`src/rtl/bppr_pkg.sv`:
```
// Package for the buffer pool page replacement unit.
// Holds op, status, policy and config codes, widths and the result record for the top level.
package bppr_pkg;
  localparam logic [2:0] OP_PIN   = 3'd0;
  localparam logic [2:0] OP_UNPIN = 3'd1;
  localparam logic [2:0] OP_DIRTY = 3'd2;
  localparam logic [2:0] OP_FORCE = 3'd3;
  localparam logic [2:0] OP_FLUSH = 3'd4;

  localparam logic [2:0] ST_OK      = 3'd0;
  localparam logic [2:0] ST_LOADED  = 3'd1;
  localparam logic [2:0] ST_REPLACE = 3'd2;
  localparam logic [2:0] ST_NOTFND  = 3'd3;
  localparam logic [2:0] ST_ALLPIN  = 3'd4;

  localparam logic [1:0] POL_FIFO  = 2'd0;
  localparam logic [1:0] POL_LRU   = 2'd1;
  localparam logic [1:0] POL_CLOCK = 2'd2;
  localparam logic [1:0] POL_LFU   = 2'd3;

  localparam logic CFG_POLICY = 1'b0;
  localparam logic CFG_FRAMES = 1'b1;

  localparam int PAGE_W = 31;
  localparam int CNT_W  = 32;
  localparam int PIN_W  = 16;
  localparam int IDX_W  = 4;
  localparam int MAXN   = 16;

  typedef struct packed {
    logic [2:0]        status;
    logic [IDX_W-1:0]  frame;
    logic              rd_v;
    logic [PAGE_W-1:0] rd_page;
    logic              wr_v;
    logic [PAGE_W-1:0] wr_page;
    logic              last;
  } result_t;
endpackage

```
`src/rtl/buffer_pool_page_replacement_unit.sv`:
```
// Buffer pool page replacement unit: frame metadata and a sequencer that visits one frame a cycle
// except while a flush result waits on out_stall. A pin looks up its page, on a miss searches
// for an empty frame, then if none scans for a victim (CLOCK may pass the frames twice) and fills
// the frame. Unpin, dirty and force only look up; a flush writes back each dirty unpinned frame.
// Throughput: one item at a time; in_stall holds until the last result transfers.
// Reset (synchronous, active low) empties all frames, restores counters, policy and frame count.
module buffer_pool_page_replacement_unit #(
  parameter int FRAMES = 16
) (
  input  logic                         clk,
  input  logic                         rst_n,
  input  logic                         cfg_we,
  input  logic                         cfg_index,
  input  logic [4:0]                   cfg_data,
  input  logic                         in_valid,
  output logic                         in_stall,
  input  logic [2:0]                   in_op,
  input  logic [bppr_pkg::PAGE_W-1:0]  in_page_number,
  output logic                         out_valid,
  input  logic                         out_stall,
  output logic [2:0]                   out_status,
  output logic [3:0]                   out_frame_index,
  output logic                         out_read_valid,
  output logic [bppr_pkg::PAGE_W-1:0]  out_read_page,
  output logic                         out_write_valid,
  output logic [bppr_pkg::PAGE_W-1:0]  out_write_page,
  output logic                         out_last,
  output logic [31:0]                  out_read_ios,
  output logic [31:0]                  out_write_ios
);
  localparam int NF = (FRAMES < bppr_pkg::MAXN) ? FRAMES : bppr_pkg::MAXN;
  localparam int IW = bppr_pkg::IDX_W;

  localparam logic [2:0] S_IDLE = 3'd0;
  localparam logic [2:0] S_FIND = 3'd1;
  localparam logic [2:0] S_EMPT = 3'd2;
  localparam logic [2:0] S_VICT = 3'd3;
  localparam logic [2:0] S_FLSH = 3'd4;
  localparam logic [2:0] S_OUT  = 3'd5;
  localparam logic [2:0] S_APPL = 3'd6;

  logic [bppr_pkg::PAGE_W-1:0] pg_r [NF];
  logic [NF-1:0] val_r, dty_r;
  logic [bppr_pkg::PIN_W-1:0] pin_r [NF];
  logic [31:0] rec_r [NF];
  logic [31:0] use_r [NF];
  logic [31:0] stamp_r, fifo_r, rdc_r, wrc_r;
  logic [IW-1:0] hand_r, lfu_r;
  logic [1:0] pol_r;
  logic [4:0] fiu_r;

  logic [2:0] st_r;
  logic [2:0] op_r;
  logic [bppr_pkg::PAGE_W-1:0] ipg_r;
  logic [IW:0] cnt_r;      // steps taken in the current scan
  logic [IW-1:0] f_r;      // frame under the scan
  logic best_v_r;
  logic [IW-1:0] best_r;
  logic any_r;             // flush produced a result, or a pin saw an unpinned frame
  logic outv_r;
  bppr_pkg::result_t res_r;

  logic [IW:0] n;
  always_comb begin
    n = fiu_r;
    if (n == '0) n = (IW+1)'(1);
    if (n > (IW+1)'(NF)) n = (IW+1)'(NF);
  end

  logic [IW:0] nm1;
  assign nm1 = n - 1'b1;

  function automatic logic [IW-1:0] wrap_inc(input logic [IW-1:0] f, input logic [IW:0] nn);
    logic [IW:0] t;
    t = {1'b0, f} + 1'b1;
    wrap_inc = (t >= nn) ? '0 : t[IW-1:0];
  endfunction

  // small index mod n by shifted compare and subtract
  function automatic logic [IW-1:0] mod_n(input logic [IW-1:0] v, input logic [IW:0] nn);
    logic [2*IW:0] r;
    logic [2*IW:0] d;
    r = (2*IW+1)'(v);
    for (int k = IW-1; k >= 0; k--) begin
      d = (2*IW+1)'(nn) << k;
      if (r >= d) r = r - d;
    end
    mod_n = r[IW-1:0];
  endfunction
  // fifo_pointer mod m for every frame count m = k+1, advanced with each fill
  logic [IW-1:0] fres_r [NF];

  wire [IW-1:0] fi = f_r;
  wire cur_free = (pin_r[fi] == '0);

  assign in_stall  = (st_r != S_IDLE) || cfg_we;
  assign out_valid = outv_r;
  assign out_status = res_r.status;
  assign out_frame_index = 4'(res_r.frame);
  assign out_read_valid = res_r.rd_v;
  assign out_read_page = res_r.rd_page;
  assign out_write_valid = res_r.wr_v;
  assign out_write_page = res_r.wr_page;
  assign out_last = res_r.last;
  assign out_read_ios = rdc_r;
  assign out_write_ios = wrc_r;

  bppr_pkg::result_t r0;
  always_comb begin
    r0 = '0;
    r0.last = 1'b1;
  end

  always_ff @(posedge clk) begin
    if (!rst_n) begin
      st_r <= S_IDLE; outv_r <= 1'b0; val_r <= '0; dty_r <= '0;
      stamp_r <= '0; fifo_r <= '0; rdc_r <= '0; wrc_r <= '0;
      hand_r <= '0; lfu_r <= '0; pol_r <= bppr_pkg::POL_FIFO; fiu_r <= 5'd16;
      for (int i = 0; i < NF; i++) begin
        pg_r[i] <= '0; pin_r[i] <= '0; rec_r[i] <= '0; use_r[i] <= '0;
        fres_r[i] <= '0;
      end
    end else begin
      if (cfg_we) begin
        if (cfg_index == bppr_pkg::CFG_POLICY) pol_r <= cfg_data[1:0];
        else fiu_r <= cfg_data;
      end
      case (st_r)
        S_IDLE: begin
          if (in_valid && !in_stall) begin
            op_r <= in_op; ipg_r <= in_page_number;
            f_r <= '0; cnt_r <= '0; any_r <= 1'b0;
            st_r <= (in_op == bppr_pkg::OP_FLUSH) ? S_FLSH :
                    (in_op > bppr_pkg::OP_FLUSH) ? S_OUT : S_FIND;
            res_r <= r0;
            if (in_op > bppr_pkg::OP_FLUSH) begin
              res_r.status <= bppr_pkg::ST_NOTFND;
              outv_r <= 1'b1;
            end
          end
        end
        S_FIND: begin
          if (cnt_r == n) begin
            if (op_r == bppr_pkg::OP_PIN) begin
              st_r <= S_EMPT; f_r <= '0; cnt_r <= '0; best_v_r <= 1'b0;
            end else begin
              res_r <= r0; res_r.status <= bppr_pkg::ST_NOTFND;
              outv_r <= 1'b1; st_r <= S_OUT;
            end
          end else if (val_r[fi] && pg_r[fi] == ipg_r) begin
            res_r <= r0; res_r.frame <= fi; outv_r <= 1'b1; st_r <= S_OUT;
            case (op_r)
              bppr_pkg::OP_PIN: begin
                if (pin_r[fi] != '1) pin_r[fi] <= pin_r[fi] + 1'b1;
                stamp_r <= stamp_r + 1;
                if (pol_r == bppr_pkg::POL_LRU) rec_r[fi] <= stamp_r + 1;
                else if (pol_r == bppr_pkg::POL_CLOCK) rec_r[fi] <= 32'd1;
                else if (pol_r == bppr_pkg::POL_LFU) use_r[fi] <= use_r[fi] + 1;
              end
              bppr_pkg::OP_UNPIN: if (pin_r[fi] != '0) pin_r[fi] <= pin_r[fi] - 1'b1;
              bppr_pkg::OP_DIRTY: dty_r[fi] <= 1'b1;
              default: begin
                wrc_r <= wrc_r + 1; dty_r[fi] <= 1'b0;
                res_r.wr_v <= 1'b1; res_r.wr_page <= pg_r[fi];
              end
            endcase
          end else begin
            f_r <= wrap_inc(f_r, n); cnt_r <= cnt_r + 1'b1;
          end
        end
        S_EMPT: begin
          if (cnt_r == n) begin
            if (!any_r) begin
              // every frame pinned: report and leave all state alone
              res_r <= r0; res_r.status <= bppr_pkg::ST_ALLPIN;
              outv_r <= 1'b1; st_r <= S_OUT;
            end else begin
              st_r <= S_VICT; cnt_r <= '0; best_v_r <= 1'b0;
              case (pol_r)
                bppr_pkg::POL_FIFO:  f_r <= fres_r[nm1[IW-1:0]];
                bppr_pkg::POL_LFU:   f_r <= mod_n(lfu_r, n);
                bppr_pkg::POL_CLOCK: f_r <= mod_n(hand_r, n);
                default: f_r <= '0;
              endcase
            end
          end else if (!val_r[fi]) begin
            best_r <= fi; st_r <= S_APPL; best_v_r <= 1'b1;
            res_r <= r0; res_r.status <= bppr_pkg::ST_LOADED;
          end else begin
            if (cur_free) any_r <= 1'b1;
            f_r <= wrap_inc(f_r, n); cnt_r <= cnt_r + 1'b1;
          end
        end
        S_VICT: begin
          // LRU/LFU visit n frames, FIFO stops at the first unpinned one; CLOCK up to 2n+1
          if ((pol_r != bppr_pkg::POL_CLOCK && cnt_r == n) ||
              (pol_r == bppr_pkg::POL_CLOCK && {1'b0, cnt_r} == {n, 1'b0} + 1'b1)) begin
            if (best_v_r) begin
              st_r <= S_APPL; res_r <= r0; res_r.status <= bppr_pkg::ST_REPLACE;
              if (pol_r == bppr_pkg::POL_LFU) lfu_r <= wrap_inc(best_r, n);
            end else begin
              res_r <= r0; res_r.status <= bppr_pkg::ST_ALLPIN;
              outv_r <= 1'b1; st_r <= S_OUT;
            end
          end else begin
            f_r <= wrap_inc(f_r, n); cnt_r <= cnt_r + 1'b1;
            case (pol_r)
              bppr_pkg::POL_FIFO:
                if (cur_free && !best_v_r) begin
                  best_v_r <= 1'b1; best_r <= fi; cnt_r <= n;
                end
              bppr_pkg::POL_LRU:
                if (cur_free && (!best_v_r || rec_r[fi] < rec_r[best_r])) begin
                  best_v_r <= 1'b1; best_r <= fi;
                end
              bppr_pkg::POL_LFU:
                if (cur_free && (!best_v_r || use_r[fi] < use_r[best_r])) begin
                  best_v_r <= 1'b1; best_r <= fi;
                end
              default:
                if (cur_free && rec_r[fi] == '0) begin
                  best_v_r <= 1'b1; best_r <= fi;
                  hand_r <= wrap_inc(fi, n);
                  st_r <= S_APPL; res_r <= r0; res_r.status <= bppr_pkg::ST_REPLACE;
                end else begin
                  rec_r[fi] <= '0;
                end
            endcase
          end
        end
        S_APPL: begin
          stamp_r <= stamp_r + 1; fifo_r <= fifo_r + 1;
          for (int k = 0; k < NF; k++)
            fres_r[k] <= (fres_r[k] == IW'(k)) ? '0 : fres_r[k] + 1'b1;
          pg_r[best_r] <= ipg_r; val_r[best_r] <= 1'b1; dty_r[best_r] <= 1'b0;
          pin_r[best_r] <= bppr_pkg::PIN_W'(1); use_r[best_r] <= '0;
          rec_r[best_r] <= (pol_r == bppr_pkg::POL_LRU) ? stamp_r + 1 :
                           (pol_r == bppr_pkg::POL_CLOCK) ? 32'd1 : 32'd0;
          res_r.frame <= best_r; res_r.rd_v <= 1'b1; res_r.rd_page <= ipg_r;
          if (res_r.status == bppr_pkg::ST_REPLACE && dty_r[best_r]) begin
            wrc_r <= wrc_r + 1; res_r.wr_v <= 1'b1; res_r.wr_page <= pg_r[best_r];
          end
          // fill always reads one page
          rdc_r <= rdc_r + 1;
          outv_r <= 1'b1; st_r <= S_OUT;
        end
        S_FLSH: begin
          if (!outv_r) begin
            if (cnt_r == n) begin
              if (!any_r) begin
                res_r <= r0; outv_r <= 1'b1; st_r <= S_OUT;
              end else begin
                st_r <= S_IDLE;
              end
            end else begin
              f_r <= wrap_inc(f_r, n); cnt_r <= cnt_r + 1'b1;
              if (val_r[fi] && cur_free && dty_r[fi]) begin
                any_r <= 1'b1; wrc_r <= wrc_r + 1; dty_r[fi] <= 1'b0;
                res_r <= r0; res_r.frame <= fi; res_r.wr_v <= 1'b1;
                res_r.wr_page <= pg_r[fi];
                res_r.last <= 1'b1;
                // last unless another valid, unpinned, dirty frame follows
                for (int j = 0; j < NF; j++)
                  if (j > int'(fi) && (IW+1)'(j) < n && val_r[j] &&
                      pin_r[j] == '0 && dty_r[j])
                    res_r.last <= 1'b0;
                outv_r <= 1'b1;
              end
            end
          end else if (!out_stall) begin
            outv_r <= 1'b0;
            if (res_r.last) st_r <= S_IDLE;
          end
        end
        S_OUT: begin
          if (!out_stall) begin
            outv_r <= 1'b0; st_r <= S_IDLE;
          end
        end
        default: st_r <= S_IDLE;
      endcase
    end
  end
endmodule
```
`config.mk`:
```
export PLATFORM = sky130hd
export DESIGN_NAME = buffer_pool_page_replacement_unit
export DESIGN_NICKNAME = d
export VERILOG_FILES = /design/src/rtl/bppr_pkg.sv /design/src/rtl/buffer_pool_page_replacement_unit.sv
export SDC_FILE = /design/constraint.sdc
export NUM_CORES = 2
export LEC_CHECK = 0
export BUFFER_PORTS_ARGS = -buffer_cell sky130_fd_sc_hd__buf_2
export CORE_MARGIN = 5
export CORE_UTILIZATION = 53
export DETAILED_ROUTE_END_ITERATION = 10
export GPL_TIMING_DRIVEN = 1
export PLACE_DENSITY = 0.69
export SETUP_SLACK_MARGIN = 0.05
export SYNTH_ARGS = -nofsm -noshare
export SYNTH_HDL_FRONTEND = slang
export SYNTH_SLANG_ARGS = --single-unit
```
`constraint.sdc`:
```
create_clock -name clk -period 12.55 [get_ports clk]
set_clock_uncertainty 0.1 [all_clocks]
set_input_delay 1.8825 -clock clk [delete_from_list [all_inputs] [get_ports clk]]
set_output_delay 1.8825 -clock clk [all_outputs]
set_load 0.1 [all_outputs]
```
==> results by stage <==
Outcome:
- The run finished with clean final reports.

Placed design:
- The HPWL after detailed placement is 220,600 um.
- The final estimated routing congestion in global placement is 0.9512.
- The count of buffers added on input and output ports is 182.
- Timing analysis after detailed placement gives a worst setup slack of 2859 ps.

Finish:
- The number of fillers in the final layout is 16,440.
- For this run, the share of the core covered by cells in the final layout is 58.56%.
- In the final design database the tool counted 8,498 nets.
- The share of layout cells above drive strength 1 is 22.57%.
- Relative to the synthesized area, the layout overhead comes to 10.06%.

Global routing:
- The first global-routing pass estimated 526,800 um of wire.
- The met3 layer usage reported by global route is 7.937%.
- Entering global routing, the biggest net connects 110 pins.
- For met2 alone, demand over resource in global routing was 49.45%.
- The number of antenna violations at the first check in global routing was 19.
- For this run, the total global-route usage over all layers was measured as 32.19%.
- The global-route track usage on met1 is between 40% and 50%.
- The leftover overflow at the end of global routing is 0.
- After global routing, the most crowded layer is met2.
- The number of global-route vias before repair was 77,760.

Floorplanning:
- In this run the core area contains 169 standard-cell rows.
- The die covers 222,000 um^2.
- The floorplan step set the die height to 471.2 um.
- The floorplan step defined a core boundary enclosing about 210,000 um^2.
- The effective utilization at floorplan is 53.21%.
- The count of boundary I/O pins is between 150 and 200.
- The die is 471.2 um wide.

Synthesis:
- Of the total synthesized cell area, the portion taken by AND, OR, NAND and NOR gates is between 10% and 20%.
- The combined area of all synthesized cells is 112,700 um^2.
- By area, the combinational part of the netlist is dominated by multiplexers.
- Yosys printed 0 warnings.
- Measured against the total synthesized area, the mux share comes to 20.85%.
- After synthesis, flip-flops and latches occupy 54.98% of the total area.
- The number of instances in the synthesized netlist is 8,349.
- The mean instance size in the synthesized netlist is ~14 um^2.
- The predominant post-synthesis flop cell is sky130_fd_sc_hd__edfxtp_1.
- The async set-or-reset flop fraction in the synthesized netlist is 0%.
- After synthesis the netlist holds a flip-flop and latch count of 2,116.
- The adder-cell share of the synthesized area is 1.942%.
- The complex-gate fraction of the synthesized area is 4.731%.
- Counting distinct cell types in the post-synthesis netlist gives 94.
- The number of enable flip-flop cells after synthesis is between 1,500 and 2,000.
- After Yosys synthesis, XOR and XNOR cells account for 1.352% of the synthesized area.
- The number of nets produced by synthesis is about 8,600.

Timing:
- The worst hold slack is approximately 370 ps.
- The minimum period implied by the final worst setup slack is 9735 ps.
- In the finished design, the share of the clock period the worst path needs comes to between 70% and 80%.
- The final setup TNS is 0 ps.
- Setup repair after global routing left no endpoint under its margin.
- The number of pins with negative max-slew slack in the final report was 0.
- Setup slack on the critical path of the routed design comes to 2815 ps.
- At the pin with the least slew margin, the transition time is 1313 ps.
- Setup violations remaining at the end of the flow were counted as 0.
- Measured against its own limit, the worst slew margin works out to 12.16%.
- Based on the critical path, the design can be clocked at up to 102.7 MHz.
- The count of endpoints failing hold in the final timing report is 0.

Clock tree:
- After clock tree synthesis, the clock-pin slew on the worst setup and hold paths is 60 ps.
- Clock tree synthesis inserted a total of 221 buffers.
- TritonCTS built the clock tree.
- Buffers inserted to repair hold after CTS numbered 0.
- Post-CTS timing repair inserted 0 buffers for setup.
- The cell sitting at the root of the clock tree is a sky130_fd_sc_hd__clkbuf_16.
- The clock passes through at most 3 buffers.
- The total clock sinks is about 2,100.
- CTS built an H-tree with a depth of 4.
- Once the clock tree was built, the resizer swapped 0 gates to a different size.
- For the worst-skew pair, the clock arrives at the later sink with an insertion delay of 900 ps.

Power:
- The clock network is responsible for 30.1% of the overall power.
- The analysis attributes to cell leakage a power of ~43 nW.
- Overall power consumption after layout is estimated at 22.44 mW.
- Power spread over the standard cell area amounts to around 180 nW/um^2.
- The combinational cell fraction of total power is 32.6%.
- The maximum VDD drop is 182.1 uV.
- Sequential cells burn 37.3% of the power.
- The share of total power consumed by net switching is about 36%.
- The cell-internal power is around 14 mW.
- Summed over all nets, the switching power comes to 7.980 mW.

Detailed routing:
- The remaining design rule violation count is 0.
- The number of violations reported at the end of detailed-routing iteration 0 is around 12,000.
- The routed wire length is between 300,000 and 400,000 um.
- The count of nets left with antenna violations once routing finished came out at 0.
- In the final routed layout, each cell accounts on average for 32.22 um.
- The number of detailed-routing iterations run before antenna repair is 8.
- Dividing the detail-routed via count by the number of cells gives 6.925.
- The routed layout has 78,300 vias.

Critical path:
- The sort of element at the start of the critical path is a flop.
- The most frequent cell on the critical path is sky130_fd_sc_hd__ha_1.
- The setup path with the least slack is of type reg -> reg.
- The number of buffers and inverters on the critical path is 4.
- The worst setup slack for register-to-register paths is 2820 ps.
- The worst setup path is captured at a flop.
- The highest-delay cell along the critical path is sky130_fd_sc_hd__a211oi_1.
- The longest individual stage delay on the worst path is approximately 760 ps.
- The number of cells traversed by the worst register-to-register path is 34.
- In this run the critical register-to-register path is launched from fiu_r[1].
- In this run the worst path has a maximum fanout of 18.
- The arrival time at the worst endpoint is ~10,000 ps.
- For the worst setup path, the data required time is between 10,000 and 15,000 ps.
- The family with the most delay on the worst path is compound AO/OA/AOI/OAI gates.

Worst hold path:
- The worst hold path stage count is 1.
- The tightest min-delay check is of the reg -> reg type.
- For hold timing, the worst endpoint is val_r[0].
- The worst hold path begins at val_r[0].

Flow run:
- The number of max-capacitance violations reported is 0.
[cell families (layout without fill, tap and decap cells)]
family	Yosys count	after routing
flip-flops	2116	2116
AND/OR/NAND/NOR	3071	3071
buffers and inverters	869	994
adder cells (fa/ha/maj)	171	171
XOR/XNOR	174	174
multiplexers	1155	1155
AO/OA/AOI/OAI	793	793
other	0	13
[cell usage in the layout (no fill, tap or decap), drive strengths merged, types with 25 or more instances in the layout]
| master | synthesis | routed |
|---|---|---|
| nor4b | 29 | 29 |
| o21ai | 208 | 208 |
| nor3 | 177 | 177 |
| a21o | 63 | 63 |
| a211oi | 38 | 38 |
| ha | 163 | 163 |
| a21oi | 136 | 136 |
| nand3 | 131 | 131 |
| a22oi | 102 | 102 |
| xor2 | 84 | 84 |
| nand2 | 419 | 419 |
| nor2b | 41 | 41 |
| and3 | 99 | 99 |
| dfxtp | 155 | 155 |
| o211ai | 27 | 27 |
| and2 | 347 | 347 |
| nor4 | 106 | 106 |
| mux4 | 950 | 950 |
| buf | 216 | 402 |
| nand4 | 58 | 58 |
| clkinv | 4 | 79 |
| edfxtp | 1961 | 1961 |
| or4 | 40 | 40 |
| o21a | 25 | 25 |
| mux2 | 48 | 48 |
| mux2i | 157 | 157 |
| or3 | 28 | 28 |
| nor2 | 1492 | 1492 |
| clkbuf | 476 | 306 |
| nand2b | 38 | 38 |
| inv | 173 | 182 |
| xnor2 | 90 | 90 |
[sequential cells by signal, summed over array words and instances, names as in the netlist, 5 cells and up, named ones only]
register / count
use_r: 512
pg_r: 496
cnt_r: 5
pin_r: 256
out_write_page: 31
rec_r: 512
fres_r: 64
out_read_page: 31
val_r: 16
fiu_r: 5
stamp_r: 32
ipg_r: 31
out_write_ios: 32
out_read_ios: 32
[synth_stat cells (82+ instances only)]
cell,count,area (um^2)
sky130_fd_sc_hd__a21oi_1,135,675.7
sky130_fd_sc_hd__a22oi_1,102,765.7
sky130_fd_sc_hd__and2_1,346,2165
sky130_fd_sc_hd__and3_1,99,619.3
sky130_fd_sc_hd__buf_2,82,410.4
sky130_fd_sc_hd__clkbuf_1,476,1787
sky130_fd_sc_hd__dfxtp_1,155,3103
sky130_fd_sc_hd__edfxtp_1,1961,58890
sky130_fd_sc_hd__ha_1,163,2039
sky130_fd_sc_hd__inv_1,169,634.4
sky130_fd_sc_hd__mux2i_1,156,1562
sky130_fd_sc_hd__mux4_2,950,21400
sky130_fd_sc_hd__nand2_1,409,1535
sky130_fd_sc_hd__nand3_1,131,655.6
sky130_fd_sc_hd__nor2_1,1491,5597
sky130_fd_sc_hd__nor3_1,175,875.8
sky130_fd_sc_hd__nor4_1,102,638.1
sky130_fd_sc_hd__o21ai_0,184,920.9
sky130_fd_sc_hd__xnor2_1,90,788.3
sky130_fd_sc_hd__xor2_1,84,735.7
[stage by stage]
| step | instances | instance area, um^2 |
|---|---|---|
| global placement | 10880 | 116600 |
| floorplan | 8349 | 112700 |
| finish | 11310 | 124100 |
| global route | 11300 | 124100 |
| detailed placement | 10880 | 116600 |
| CTS | 11300 | 124000 |
[cell type report]
type | instances | area (um^2) | area share (%)
Sequential cell | 2116 | 62020 | 49.98
Tap cell | 2821 | 3530 | 2.845
Inverter | 177 | 671.9 | 0.5415
Antenna cell | 13 | 32.53 | 0.02622
Timing Repair Buffer | 403 | 2691 | 2.169
Clock buffer | 305 | 6226 | 5.018
Clock inverter | 109 | 1200 | 0.9670
Multi-Input combinational cell | 5364 | 47710 | 38.45
[worst max-delay path by stage]
stage,to,from,cells after the start,slack [ps]
floorplan,out_write_page[0],flop,16,3540
CTS,flop,fiu_r[1],34,2800
global placement,flop,fiu_r[1],34,2670
finish,flop,fiu_r[1],34,2820
global route,flop,fiu_r[1],34,1870
detailed placement,flop,fiu_r[1],34,2860
[worst register-to-register path: cells and delay by family, from the launching register on]
kind / cells / cell delay [ps]
compound gates: 14 / 3260
simple gates: 8 / 2410
fa+ha+maj: 4 / 1320
mux: 4 / 1160
buf+inv: 4 / 700
flops: 1 / 670
[power by group through the flow]
stage	clock network [mW]	logic, mW	registers (mW)
final	6.76	7.30	8.37
after global routing	7.09	7.63	8.40
after CTS	6.79	7.15	8.36
after detailed placement	0	7.12	8.51
after global placement	0	7.05	8.48
after floorplan	0	4.84	8.72
[metal layers]
layer | wire length (um) | vias to the layer above
li1 | - | 31860
met1 | 129000 | 39440
met2 | 166500 | 5878
met3 | 47620 | 1110
met4 | 21090 | 12
met5 | 76 | -
Power figures use the tool's default switching activity.
